[src/sv/ycc2rgb_pkg.sv]
// Shared types and constants for the BT.601 YCbCr to RGB converter.
// No dependencies; used by every module of the block and by the checker.
package ycc2rgb_pkg;

    // Configuration register indexes
    localparam logic [1:0] REG_FULL_RANGE     = 2'd0;
    localparam logic [1:0] REG_SWAP_TO_BGR    = 2'd1;
    localparam logic [1:0] REG_INTEGER_OUTPUT = 2'd2;
    localparam logic [1:0] REG_ROUNDING       = 2'd3;

    // Rounding modes (code 3 falls back to truncation)
    localparam logic [1:0] ROUND_HALF_AWAY = 2'd0;
    localparam logic [1:0] ROUND_HALF_EVEN = 2'd1;
    localparam logic [1:0] ROUND_TRUNC     = 2'd2;

    // Register stages from an accepted start to the done strobe
    localparam int PIPE_LATENCY = 5;

    // Integer bits (with sign and headroom) above the coefficient fraction
    localparam int ACC_INT_BITS = 12;

    // Output field width
    localparam int CHAN_W = 16;

    // Coefficients in units of 1e-5
    localparam longint DEC_Y_LIM  = 116438;
    localparam longint DEC_RV_LIM = 159603;
    localparam longint DEC_GU_LIM = 39176;
    localparam longint DEC_GV_LIM = 81297;
    localparam longint DEC_BU_LIM = 201723;
    localparam longint DEC_RV_FUL = 140189;
    localparam longint DEC_GU_FUL = 34581;
    localparam longint DEC_GV_FUL = 71490;
    localparam longint DEC_BU_FUL = 177098;

    typedef struct packed {
        logic       full_range;
        logic       swap_to_bgr;
        logic       integer_output;
        logic [1:0] rounding;
    } cfg_t;

    // Round a decimal coefficient to nearest with frac fractional bits
    function automatic longint coef(input longint dec, input int frac);
        return ((dec << frac) + 64'sd50000) / 64'sd100000;
    endfunction

endpackage

[src/sv/ycc2rgb_finish.sv]
// One output channel: clamp to 0..255, then round to a byte or requantize.
// Two register stages. Depends on ycc2rgb_pkg.
module ycc2rgb_finish #(
    parameter int COEF_FRAC_BITS = 14,
    parameter int OUT_FRAC_BITS  = 8
) (
    input  logic                                                   clk,
    input  logic signed [COEF_FRAC_BITS+ycc2rgb_pkg::ACC_INT_BITS-1:0] acc,
    input  ycc2rgb_pkg::cfg_t                                      cfg,
    output logic [ycc2rgb_pkg::CHAN_W-1:0]                         result
);

    localparam int AW = COEF_FRAC_BITS + ycc2rgb_pkg::ACC_INT_BITS;
    localparam int VW = COEF_FRAC_BITS + 8;
    localparam int RW = OUT_FRAC_BITS + 8;
    localparam int EW = (RW > ycc2rgb_pkg::CHAN_W) ? RW : ycc2rgb_pkg::CHAN_W;
    localparam logic signed [AW-1:0] TOP = AW'(255) <<< COEF_FRAC_BITS;
    localparam logic [COEF_FRAC_BITS-1:0] HALF = {1'b1, {(COEF_FRAC_BITS-1){1'b0}}};

    logic [VW-1:0]                    clamp_reg;
    logic [VW-1:0]                    clamp_next;
    logic [ycc2rgb_pkg::CHAN_W-1:0]   result_reg;
    logic [ycc2rgb_pkg::CHAN_W-1:0]   result_next;
    logic [7:0]                       ip;
    logic [COEF_FRAC_BITS-1:0]        frac;
    logic                             round_up;
    logic [8:0]                       ip_inc;
    logic [7:0]                       byte_val;
    logic [RW-1:0]                    requant;
    logic [EW-1:0]                    wide_val;

    // Clamp stage
    always_comb
    begin
        if (acc <= 0)
        begin
            clamp_next = '0;
        end
        else if (acc >= TOP)
        begin
            clamp_next = VW'(TOP);
        end
        else
        begin
            clamp_next = acc[VW-1:0];
        end
    end

    // Round stage
    assign ip   = clamp_reg[VW-1:COEF_FRAC_BITS];
    assign frac = clamp_reg[COEF_FRAC_BITS-1:0];

    always_comb
    begin
        case (cfg.rounding)
            ycc2rgb_pkg::ROUND_HALF_AWAY: round_up = (frac >= HALF);
            ycc2rgb_pkg::ROUND_HALF_EVEN: round_up = (frac > HALF) || ((frac == HALF) && ip[0]);
            default:                      round_up = 1'b0;
        endcase
    end

    assign ip_inc   = {1'b0, ip} + {8'd0, round_up};
    assign byte_val = ip_inc[8] ? 8'hFF : ip_inc[7:0];

    generate
        if (OUT_FRAC_BITS >= COEF_FRAC_BITS)
        begin : g_widen
            assign requant = RW'(clamp_reg) << (OUT_FRAC_BITS - COEF_FRAC_BITS);
        end
        else
        begin : g_narrow
            assign requant = RW'(clamp_reg >> (COEF_FRAC_BITS - OUT_FRAC_BITS));
        end
    endgenerate

    always_comb
    begin
        if (cfg.integer_output)
        begin
            wide_val = EW'(byte_val) << OUT_FRAC_BITS;
        end
        else
        begin
            wide_val = EW'(requant);
        end
        result_next = wide_val[ycc2rgb_pkg::CHAN_W-1:0];
    end

    always_ff @(posedge clk)
    begin
        clamp_reg  <= clamp_next;
        result_reg <= result_next;
    end

    assign result = result_reg;

endmodule

[src/sv/ycbcr_to_rgb_bt601_top.sv]
// Top level of the BT.601 YCbCr to RGB converter.
// Depends on ycc2rgb_pkg and ycc2rgb_finish.
//
// Usage:
//   Input channel: drive luma, chroma_blue and chroma_red with start high.
//   A pixel transfers at every rising edge with start high and busy low.
//   busy stays low: the pipeline takes a new pixel every cycle.
//   Result channel: done pulses for one cycle with first_channel,
//   second_channel and third_channel valid. The receiver cannot stall,
//   so sample the results in the cycle done is high.
//   Throughput is one pixel per clock; the pipeline has five register
//   stages (input capture, coefficient multiply, channel sum, clamp,
//   round).
//   Configuration: cfg_write with cfg_index and cfg_data updates one
//   register per edge. Write only while no pixel is in flight.
//   Reset (rst_n low, asynchronous): drop all pixels in flight and return
//   the registers to limited range, RGB order, integer output, half away
//   from zero.
module ycbcr_to_rgb_bt601_top #(
    parameter int COEF_FRAC_BITS = 14,
    parameter int OUT_FRAC_BITS  = 8
) (
    input  logic        clk,
    input  logic        rst_n,
    input  logic        start,
    output logic        busy,
    input  logic [7:0]  luma,
    input  logic [7:0]  chroma_blue,
    input  logic [7:0]  chroma_red,
    output logic        done,
    output logic [15:0] first_channel,
    output logic [15:0] second_channel,
    output logic [15:0] third_channel,
    input  logic        cfg_write,
    input  logic [1:0]  cfg_index,
    input  logic [1:0]  cfg_data
);

    localparam int CW  = COEF_FRAC_BITS + 2;
    localparam int AW  = COEF_FRAC_BITS + ycc2rgb_pkg::ACC_INT_BITS;
    localparam int LAT = ycc2rgb_pkg::PIPE_LATENCY;

    localparam logic [CW-1:0] C_Y_LIM  =
        CW'(ycc2rgb_pkg::coef(ycc2rgb_pkg::DEC_Y_LIM, COEF_FRAC_BITS));
    localparam logic [CW-1:0] C_RV_LIM =
        CW'(ycc2rgb_pkg::coef(ycc2rgb_pkg::DEC_RV_LIM, COEF_FRAC_BITS));
    localparam logic [CW-1:0] C_GU_LIM =
        CW'(ycc2rgb_pkg::coef(ycc2rgb_pkg::DEC_GU_LIM, COEF_FRAC_BITS));
    localparam logic [CW-1:0] C_GV_LIM =
        CW'(ycc2rgb_pkg::coef(ycc2rgb_pkg::DEC_GV_LIM, COEF_FRAC_BITS));
    localparam logic [CW-1:0] C_BU_LIM =
        CW'(ycc2rgb_pkg::coef(ycc2rgb_pkg::DEC_BU_LIM, COEF_FRAC_BITS));
    localparam logic [CW-1:0] C_Y_FUL  = CW'(1) << COEF_FRAC_BITS;
    localparam logic [CW-1:0] C_RV_FUL =
        CW'(ycc2rgb_pkg::coef(ycc2rgb_pkg::DEC_RV_FUL, COEF_FRAC_BITS));
    localparam logic [CW-1:0] C_GU_FUL =
        CW'(ycc2rgb_pkg::coef(ycc2rgb_pkg::DEC_GU_FUL, COEF_FRAC_BITS));
    localparam logic [CW-1:0] C_GV_FUL =
        CW'(ycc2rgb_pkg::coef(ycc2rgb_pkg::DEC_GV_FUL, COEF_FRAC_BITS));
    localparam logic [CW-1:0] C_BU_FUL =
        CW'(ycc2rgb_pkg::coef(ycc2rgb_pkg::DEC_BU_FUL, COEF_FRAC_BITS));

    // Configuration registers
    ycc2rgb_pkg::cfg_t cfg_reg;
    ycc2rgb_pkg::cfg_t cfg_next;

    // Valid bits, one per stage
    logic [LAT-1:0] valid_reg;
    logic [LAT-1:0] valid_next;

    // Stage 1: offset-removed samples
    logic signed [8:0] y_reg, y_next;
    logic signed [8:0] u_reg, u_next;
    logic signed [8:0] v_reg, v_next;

    // Stage 2: products
    logic signed [AW-1:0] ys_reg, ys_next;
    logic signed [AW-1:0] rv_reg, rv_next;
    logic signed [AW-1:0] gu_reg, gu_next;
    logic signed [AW-1:0] gv_reg, gv_next;
    logic signed [AW-1:0] bu_reg, bu_next;

    // Stage 3: channel sums in output order
    logic signed [AW-1:0] ch0_reg, ch0_next;
    logic signed [AW-1:0] ch1_reg, ch1_next;
    logic signed [AW-1:0] ch2_reg, ch2_next;

    logic [CW-1:0]        c_y, c_rv, c_gu, c_gv, c_bu;
    logic signed [AW-1:0] sum_r, sum_g, sum_b;

    // The pipeline never holds off a pixel
    assign busy = 1'b0;

    // Configuration writes: apply the addressed register, hold the rest
    always_comb
    begin
        cfg_next = cfg_reg;
        if (cfg_write)
        begin
            case (cfg_index)
                ycc2rgb_pkg::REG_FULL_RANGE:     cfg_next.full_range     = cfg_data[0];
                ycc2rgb_pkg::REG_SWAP_TO_BGR:    cfg_next.swap_to_bgr    = cfg_data[0];
                ycc2rgb_pkg::REG_INTEGER_OUTPUT: cfg_next.integer_output = cfg_data[0];
                ycc2rgb_pkg::REG_ROUNDING:       cfg_next.rounding       = cfg_data;
                default:                         cfg_next = cfg_reg;
            endcase
        end
    end

    // Advance the valid bits one stage per cycle
    assign valid_next = {valid_reg[LAT-2:0], start & ~busy};

    always_ff @(posedge clk or negedge rst_n)
    begin
        if (!rst_n)
        begin
            cfg_reg.full_range     <= 1'b0;
            cfg_reg.swap_to_bgr    <= 1'b0;
            cfg_reg.integer_output <= 1'b1;
            cfg_reg.rounding       <= ycc2rgb_pkg::ROUND_HALF_AWAY;
            valid_reg              <= '0;
        end
        else
        begin
            cfg_reg   <= cfg_next;
            valid_reg <= valid_next;
        end
    end

    // Stage 1: remove the chroma offsets, and the luma offset in limited range
    always_comb
    begin
        if (cfg_reg.full_range)
        begin
            y_next = $signed({1'b0, luma});
        end
        else
        begin
            y_next = $signed({1'b0, luma}) - 9'sd16;
        end
        u_next = $signed({1'b0, chroma_blue}) - 9'sd128;
        v_next = $signed({1'b0, chroma_red}) - 9'sd128;
    end

    // Stage 2: pick the coefficient set and multiply
    always_comb
    begin
        if (cfg_reg.full_range)
        begin
            c_y  = C_Y_FUL;
            c_rv = C_RV_FUL;
            c_gu = C_GU_FUL;
            c_gv = C_GV_FUL;
            c_bu = C_BU_FUL;
        end
        else
        begin
            c_y  = C_Y_LIM;
            c_rv = C_RV_LIM;
            c_gu = C_GU_LIM;
            c_gv = C_GV_LIM;
            c_bu = C_BU_LIM;
        end
        ys_next = AW'(y_reg) * $signed({{(AW-CW){1'b0}}, c_y});
        rv_next = AW'(v_reg) * $signed({{(AW-CW){1'b0}}, c_rv});
        gu_next = AW'(u_reg) * $signed({{(AW-CW){1'b0}}, c_gu});
        gv_next = AW'(v_reg) * $signed({{(AW-CW){1'b0}}, c_gv});
        bu_next = AW'(u_reg) * $signed({{(AW-CW){1'b0}}, c_bu});
    end

    // Stage 3: sum each channel and place it in output order
    always_comb
    begin
        sum_r = ys_reg + rv_reg;
        sum_g = ys_reg - gu_reg - gv_reg;
        sum_b = ys_reg + bu_reg;
        ch0_next = cfg_reg.swap_to_bgr ? sum_b : sum_r;
        ch1_next = sum_g;
        ch2_next = cfg_reg.swap_to_bgr ? sum_r : sum_b;
    end

    always_ff @(posedge clk)
    begin
        y_reg   <= y_next;
        u_reg   <= u_next;
        v_reg   <= v_next;
        ys_reg  <= ys_next;
        rv_reg  <= rv_next;
        gu_reg  <= gu_next;
        gv_reg  <= gv_next;
        bu_reg  <= bu_next;
        ch0_reg <= ch0_next;
        ch1_reg <= ch1_next;
        ch2_reg <= ch2_next;
    end

    // Stages 4 and 5: clamp, then round or requantize, per channel
    ycc2rgb_finish #(
        .COEF_FRAC_BITS (COEF_FRAC_BITS),
        .OUT_FRAC_BITS  (OUT_FRAC_BITS)
    ) u_finish0 (
        .clk    (clk),
        .acc    (ch0_reg),
        .cfg    (cfg_reg),
        .result (first_channel)
    );

    ycc2rgb_finish #(
        .COEF_FRAC_BITS (COEF_FRAC_BITS),
        .OUT_FRAC_BITS  (OUT_FRAC_BITS)
    ) u_finish1 (
        .clk    (clk),
        .acc    (ch1_reg),
        .cfg    (cfg_reg),
        .result (second_channel)
    );

    ycc2rgb_finish #(
        .COEF_FRAC_BITS (COEF_FRAC_BITS),
        .OUT_FRAC_BITS  (OUT_FRAC_BITS)
    ) u_finish2 (
        .clk    (clk),
        .acc    (ch2_reg),
        .cfg    (cfg_reg),
        .result (third_channel)
    );

    // Strobe each result transfer from the last valid bit
    assign done = valid_reg[LAT-1];

endmodule

[config.mk]
export PLATFORM = sky130hd
export DESIGN_NAME = ycbcr_to_rgb_bt601_top
export DESIGN_NICKNAME = d
export VERILOG_FILES = /design/src/sv/ycc2rgb_pkg.sv /design/src/sv/ycc2rgb_finish.sv /design/src/sv/ycbcr_to_rgb_bt601_top.sv
export SDC_FILE = /design/constraint.sdc
export NUM_CORES = 1
export LEC_CHECK = 0
export BUFFER_PORTS_ARGS = -buffer_cell sky130_fd_sc_hd__buf_4
export CAP_MARGIN = 25
export CORE_MARGIN = 2
export CORE_UTILIZATION = 45
export CTS_BUF_LIST = sky130_fd_sc_hd__clkbuf_8
export DETAILED_ROUTE_END_ITERATION = 10
export PLACE_DENSITY = 0.65
export SLEW_MARGIN = 5
export SYNTH_ARGS = -nofsm -noshare
export SYNTH_HDL_FRONTEND = slang
export SYNTH_HIERARCHICAL = 1
export SYNTH_SLANG_ARGS = --single-unit
export TNS_END_PERCENT = 20
[constraint.sdc]
create_clock -name clk -period 8.3 [get_ports clk]
set_input_delay 0.415 -clock clk [delete_from_list [all_inputs] [get_ports clk]]
set_output_delay 0.415 -clock clk [all_outputs]
set_load 0.02 [all_outputs]
==> impl_metrics.toml, run 1 <==
[route]
vias_per_cell = 5.23
first_iter_violations = 1044
antenna_left = 0
via_count = 18900
topRoutingLayerUsed = "met5"
drc = 0
wl_met1_mm = 31.0
wire_per_inst_um = 18.4
wl_met2_mm = 30.9
drt_wl_total_mm = 66.6
drt_pass1_iterations = 5
wl_met3_mm = 2.57

[floorplan]
coreArea_um2 = 57800
die_h_um = 246
dieArea_um2 = 60600
initial_core_util_pct = 45.6
ios = 82
die_w_um = 246
row_count = 88

[clock_tree]
post-cts-setup-buffers = 0
cts_resized = 0
cts_num_sinks = 348
clk_pin_slew_worst_paths_ns = 0.06
cts_buffers = 59
clock_latency_ns = 0.68
cts_tree = "built"
root_buffer = "clkbuf_8"
cts-htree-levels = 2
cts_buffer_depth = 3

[worst_setup_path]
worstPathMaxFanout = 37
r2r-start = "cfg_reg[4]"
critical_path_class = "reg2reg"
regToRegSetupSlack_ns = 2.09
end_kind = "flip-flop"
rr_worst_depth = 20
cp.arrival_ns = 6.76
worst_ep_required_time_ns = 8.85
critPathLaunchType = "flip-flop"
r2r-end = "gv_reg[23]"

[grt]
antenna_found_initial = 2
gr-total-overflow = 0
grt_use_total_pct = 22.2
grt_max_degree = 48
grt_pass1_vias = 19200
grt_pass1_wl_mm = 105

[yosys]
yosys-top-cells-area = "dfxtp_1 26%, ha_1 22%, fa_1 15%"
syn-mean-instance-area_um2 = 9.87
async_reset_ff_share_pct = 2.87
ys_ff_latch = 348
synth-edff-count = 0
syn_area_um2 = 26400
synth.top_cell.area_share_pct = 25.6
synthCells = 2672
ys_types = 75
yosys_warnings = 6
ys.flop_type = "dfxtp_1"
yosys.area.top_type = "dfxtp_1"
ys_seq_area_share_pct = 26.6

[layout]
drive_gt1_share_pct = 8.63
post-route-cell-area_um2 = 29400
areaGrowthSynthToFinish_pct = 11.5
nNetsFinal = 3494

[place]
place_area_um2 = 27800
dp_hpwl_mm = 56.3
place_congestion = 0.960
port_buffers = 80

[worst_hold_path]
min_to = "y_reg[5]"
hp-class = "in2reg"
holdPathStages = 3
hold_start = "luma[5]"

[run]
maxCapViolations = 0

[outcome]
outcome = "finished clean"

[sta]
fin_skew_ns = 0.0494
max_slew_margin_pct = 44.2
tightest_slew_ns = 0.836
hold_slack_ns = 0.0704
hold_viol_final = 0
fin_crit_ns = 6.21
setup_tns_ns = 0
rsz0062_at_grt = "false"
setup_viol = 0
final-max-slew-violation-count = 0
fin_crit_sh_pct = 74.8
fmax_mhz = 161
==> cell type report <==
class	instances	area, um^2
fillers	5265	28400
multi-input cells	1950	17900
flip-flops and latches	348	7020
inverters	330	1240
clock buffers	75	1030
well taps	765	957
repair buffers	114	946
clock inverters	35	300
diodes	1	2.50
==> synth_stat cells, types with 4 or more instances <==
| library cell | n |
|---|---|
| ha_1 | 459 |
| dfxtp_1 | 338 |
| inv_1 | 330 |
| fa_1 | 200 |
| nand2_1 | 148 |
| nor2_1 | 134 |
| a21oi_1 | 127 |
| xnor2_1 | 115 |
| o21ai_0 | 81 |
| a21o_1 | 65 |
| nor2b_1 | 59 |
| xor2_1 | 55 |
| and2_1 | 53 |
| clkbuf_1 | 46 |
| nand2b_1 | 36 |
| nand3_1 | 31 |
| nor3_1 | 31 |
| mux2_2 | 26 |
| and3_1 | 24 |
| a31oi_1 | 23 |
| mux2i_1 | 22 |
| o21a_1 | 22 |
| o21bai_1 | 21 |
| and4_1 | 20 |
| nand4_1 | 20 |
| or3_1 | 18 |
| or2_2 | 15 |
| a211oi_1 | 13 |
| o31ai_1 | 13 |
| nor4_1 | 11 |
| a41oi_1 | 9 |
| dfrtp_1 | 9 |
| buf_1 | 8 |
| a211o_1 | 6 |
| buf_6 | 6 |
| a2111oi_0 | 5 |
| o211ai_1 | 5 |
| a31o_2 | 4 |
| o21ai_1 | 4 |
==> cells by family (layout without fill, tap and decap cells) <==
kind of cell               Yosys count  after routing  share of synthesized area (%)
AOI/OAI and AO/OA                  439            439                           11.1
adders and majority gates          659            659                           36.9
xor gates and xnor gates           170            170                           5.64
buffers and inverters              392            554                           5.77
DFF                                348            348                           26.6
muxes                               48             48                           1.94
other                                2             21                         0.0285
and+or+nand+nor                    614            614                           12.0
==> what timing repair did <==
action | in CTS | in global routing
hold endpoints to repair | 39 | 0
setup endpoints to repair | 0 | 0
hold buffers | 28 | 0
==> worst max path at each step <==
stage | to | cells after the start | slack [ns] | from
6_report | gv_reg[23] | 20 | 2.09 | cfg_reg[4]
4_1_cts | gv_reg[23] | 20 | 2.07 | cfg_reg[4]
2_1_floorplan | rv_reg[24] | 19 | 3.06 | cfg_reg[4]
3_5_place_dp | gv_reg[23] | 20 | 2.13 | cfg_reg[4]
3_3_place_gp | rv_reg[21] | 18 | 2.29 | cfg_reg[4]
5_1_grt | gv_reg[23] | 20 | 1.72 | cfg_reg[4]
==> worst max-delay path, cell delays in order, from the launching register on <==
cell and delay, ns:
dfrtp_2 0.89, buf_4 0.39, nand2_1 0.26, inv_1 0.38
ha_1 0.33, nor2_1 0.07, mux2_2 0.27, ha_1 0.17
o21bai_1 0.17, fa_1 0.51, fa_1 0.44, ha_1 0.29
ha_1 0.35, o21ai_1 0.30, nor2_1 0.10, o21ai_1 0.20
nand2b_1 0.08, a21oi_1 0.15, o31ai_1 0.13, or4_1 0.42
and3_1 0.19
==> cells in the final DEF, fill, tap and decap left out, drive strengths merged, types with 9 or more instances in the layout <==
master / count
nand3: 31
buf: 86
nand4: 20
dfrtp: 9
xnor2: 115
conb: 20
and2: 53
a211oi: 16
o21a: 22
a31oi: 23
a21oi: 129
nor4: 11
ha: 459
mux2i: 22
nor3: 31
o21ai: 86
fa: 200
a41oi: 9
o31ai: 15
clkinv: 12
and3: 25
nor2: 134
mux2: 26
nor2b: 59
or3: 18
nand2: 148
xor2: 55
a21o: 65
dfxtp: 338
and4: 20
inv: 349
o21bai: 21
nand2b: 36
clkbuf: 75
or2: 15
dlygate4sd3: 28
==> through the flow <==
stage	setup WS, ns	util [%]	std cells
floorplan	3.06	-	2690
global placement	2.29	48.0	3478
detailed placement	2.13	48.1	3479
CTS	2.07	50.9	3617
global route	1.72	50.9	3617
finish	2.09	50.9	3618
==> routing by layer <==
metal	vias up	global-route usage, %
met4	2	7.59
met5	-	0
met2	387	36.7
met3	99	2.96
li1	9297	-
met1	9135	29.7
Power of run 1 is not shown: default switching activity piles up to over one toggle a cycle in this logic, so the estimate is an artifact.
==> run 2, diff against run 1 <==
- PLACE_DENSITY: 0.65 -> 0.67
- clock period: 8.3 -> 5.2 ns (I/O delays scaled with it)
==> impl_metrics.toml, run 2 (synthesis results as in run 1) <==
[sta]
setup_tns_ns = 0
tightest_slew_ns = 0.712
fin_crit_sh_pct = 98.5
max_slew_margin_pct = 51.8
setup_viol = 0
final-max-slew-violation-count = 0
hold_viol_final = 0
rsz0062_at_grt = "true"
fmax_mhz = 195
fin_crit_ns = 5.12
fin_skew_ns = 0.0450

[run]
maxCapViolations = 0

[grt]
grt_use_met1_pct = 28.4
grt_pass1_vias = 19500
grt_use_total_pct = 21.8
grt_busiest_layer = "met2"
use_met2_pct = 37.2
grt_pass1_wl_mm = 103
antenna_found_initial = 3
use_met3_pct = 2.75
grt_max_degree = 47
gr-total-overflow = 0

[clock_tree]
clk_pin_slew_worst_paths_ns = 0.07
cts_tree = "built"
clock_latency_ns = 0.67
root_buffer = "clkbuf_8"
cts_buffer_depth = 3
cts_buffers = 57
cts-htree-levels = 2
cts_num_sinks = 348

[outcome]
outcome = "finished clean"

[route]
wire_per_inst_um = 18.1
drc = 0
via_count = 19300
drt_pass1_iterations = 5
drt_wl_total_mm = 67.3
antenna_left = 0
first_iter_violations = 1053
vias_per_cell = 5.19

[floorplan]
initial_core_util_pct = 45.6
ios = 82
die_w_um = 246
coreArea_um2 = 57800
dieArea_um2 = 60600
die_h_um = 246
row_count = 88

[layout]
diodes = 0
final_cell_mix = "442 x ha_1, 342 x inv_1, 338 x dfxtp_1"
final_cells = 3723
nNetsFinal = 3607
drive_gt1_share_pct = 14.8
areaGrowthSynthToFinish_pct = 17.1
final_common_cell = "ha_1"

[place]
dp_hpwl_mm = 55.8
place_congestion = 0.982
post-place-cells = 3575
port_buffers = 80

[worst_setup_path]
critical_path_class = "reg2reg"
end_kind = "flip-flop"
cp_num_buf_inv = 2
critPathLaunchType = "flip-flop"
cp_cell_sequence = "buf_12, nand2_2, xnor2_2, and2_4, buf_4, ha_1, or2_2, ha_4, fa_1, fa_2, ha_1, ha_2, a21o_1, a21o_1, a2111oi_4, nor4_2, nor2_1, o31ai_1, or4_1, and3_1"
worstPathMaxFanout = 5
worst_ep_required_time_ns = 5.75
cpMaxStageDelayCell = "fa_2"
max_stage_delay_ns = 0.58
crit_family = "adder cells"
cp.arrival_ns = 5.67

[worst_hold_path]
hp-class = "in2async"
run 2: cell count changes in the layout (fill, tap and decap cells not counted), sizes merged:
cell / before / now
clkinv: 12 / 7
bufbuf: 0 / 1
clkinvlp: 0 / 3
clkbuf: 75 / 72
buf: 86 / 189
diode: 1 / 0
inv: 349 / 347
dlygate4sd3: 28 / 37
run 2: final cells by class:
| type | count | area, um^2 |
|---|---|---|
| Fill cell | 5088 | 26900 |
| Multi-Input combinational cell | 1950 | 18500 |
| Sequential cell | 348 | 7020 |
| Timing Repair Buffer | 229 | 1920 |
| Inverter | 330 | 1240 |
| Clock buffer | 70 | 963 |
| Tap cell | 765 | 957 |
| Clock inverter | 31 | 282 |
run 2: routing by layer:
| metal | part of all wire [%] | wire, um |
|---|---|---|
| met2 | 47 | 31600 |
| met4 | 3.8 | 2570 |
| met1 | 45 | 30000 |
| met3 | 4.6 | 3090 |
| met5 | 0.019 | 13 |
run 2: what timing repair did:
action / 4_1_cts / 5_1_grt
endpoints found under the hold margin: 41 / 0
pin swaps: 2 / 44
setup buffers: 0 / 7
endpoints found under the setup margin: 12 / 33
gates resized for setup: 8 / 108
gates cloned: 1 / 2
hold buffers: 37 / 0
run 2: final timing paths:
| check | from | to | slack (ns) | cells past startpoint |
|---|---|---|---|---|
| max | cfg_reg[4] | gv_reg[23] | 0.08 | 20 |
| min reg2reg | valid_reg[0] | valid_reg[1] | 0.34 | 0 |
| min | rst_n | cfg_reg[2] | 0.07 | 2 |
| max reg2reg | cfg_reg[4] | gv_reg[23] | 0.08 | 20 |
| max in group asynchronous | rst_n | cfg_reg[4] | 4.15 | 3 |
| min in group clk | chroma_blue[0] | u_reg[0] | 0.24 | 2 |
run 2: through the flow:
step | area [um^2] | hold WS [ns] | setup WS [ns] | util (%)
global route | 30900 | 0.0364 | -0.0926 | 53.5
global placement | 28500 | 0.110 | 0.0386 | 49.3
CTS | 30200 | 0.0127 | -0.0309 | 52.3
detailed placement | 28500 | 0.108 | -0.110 | 49.4
floorplan | 26500 | -0.0356 | 0.0335 | -
finish | 30900 | 0.0724 | 0.0771 | 53.5
Power of run 2 is left out for the same reason.
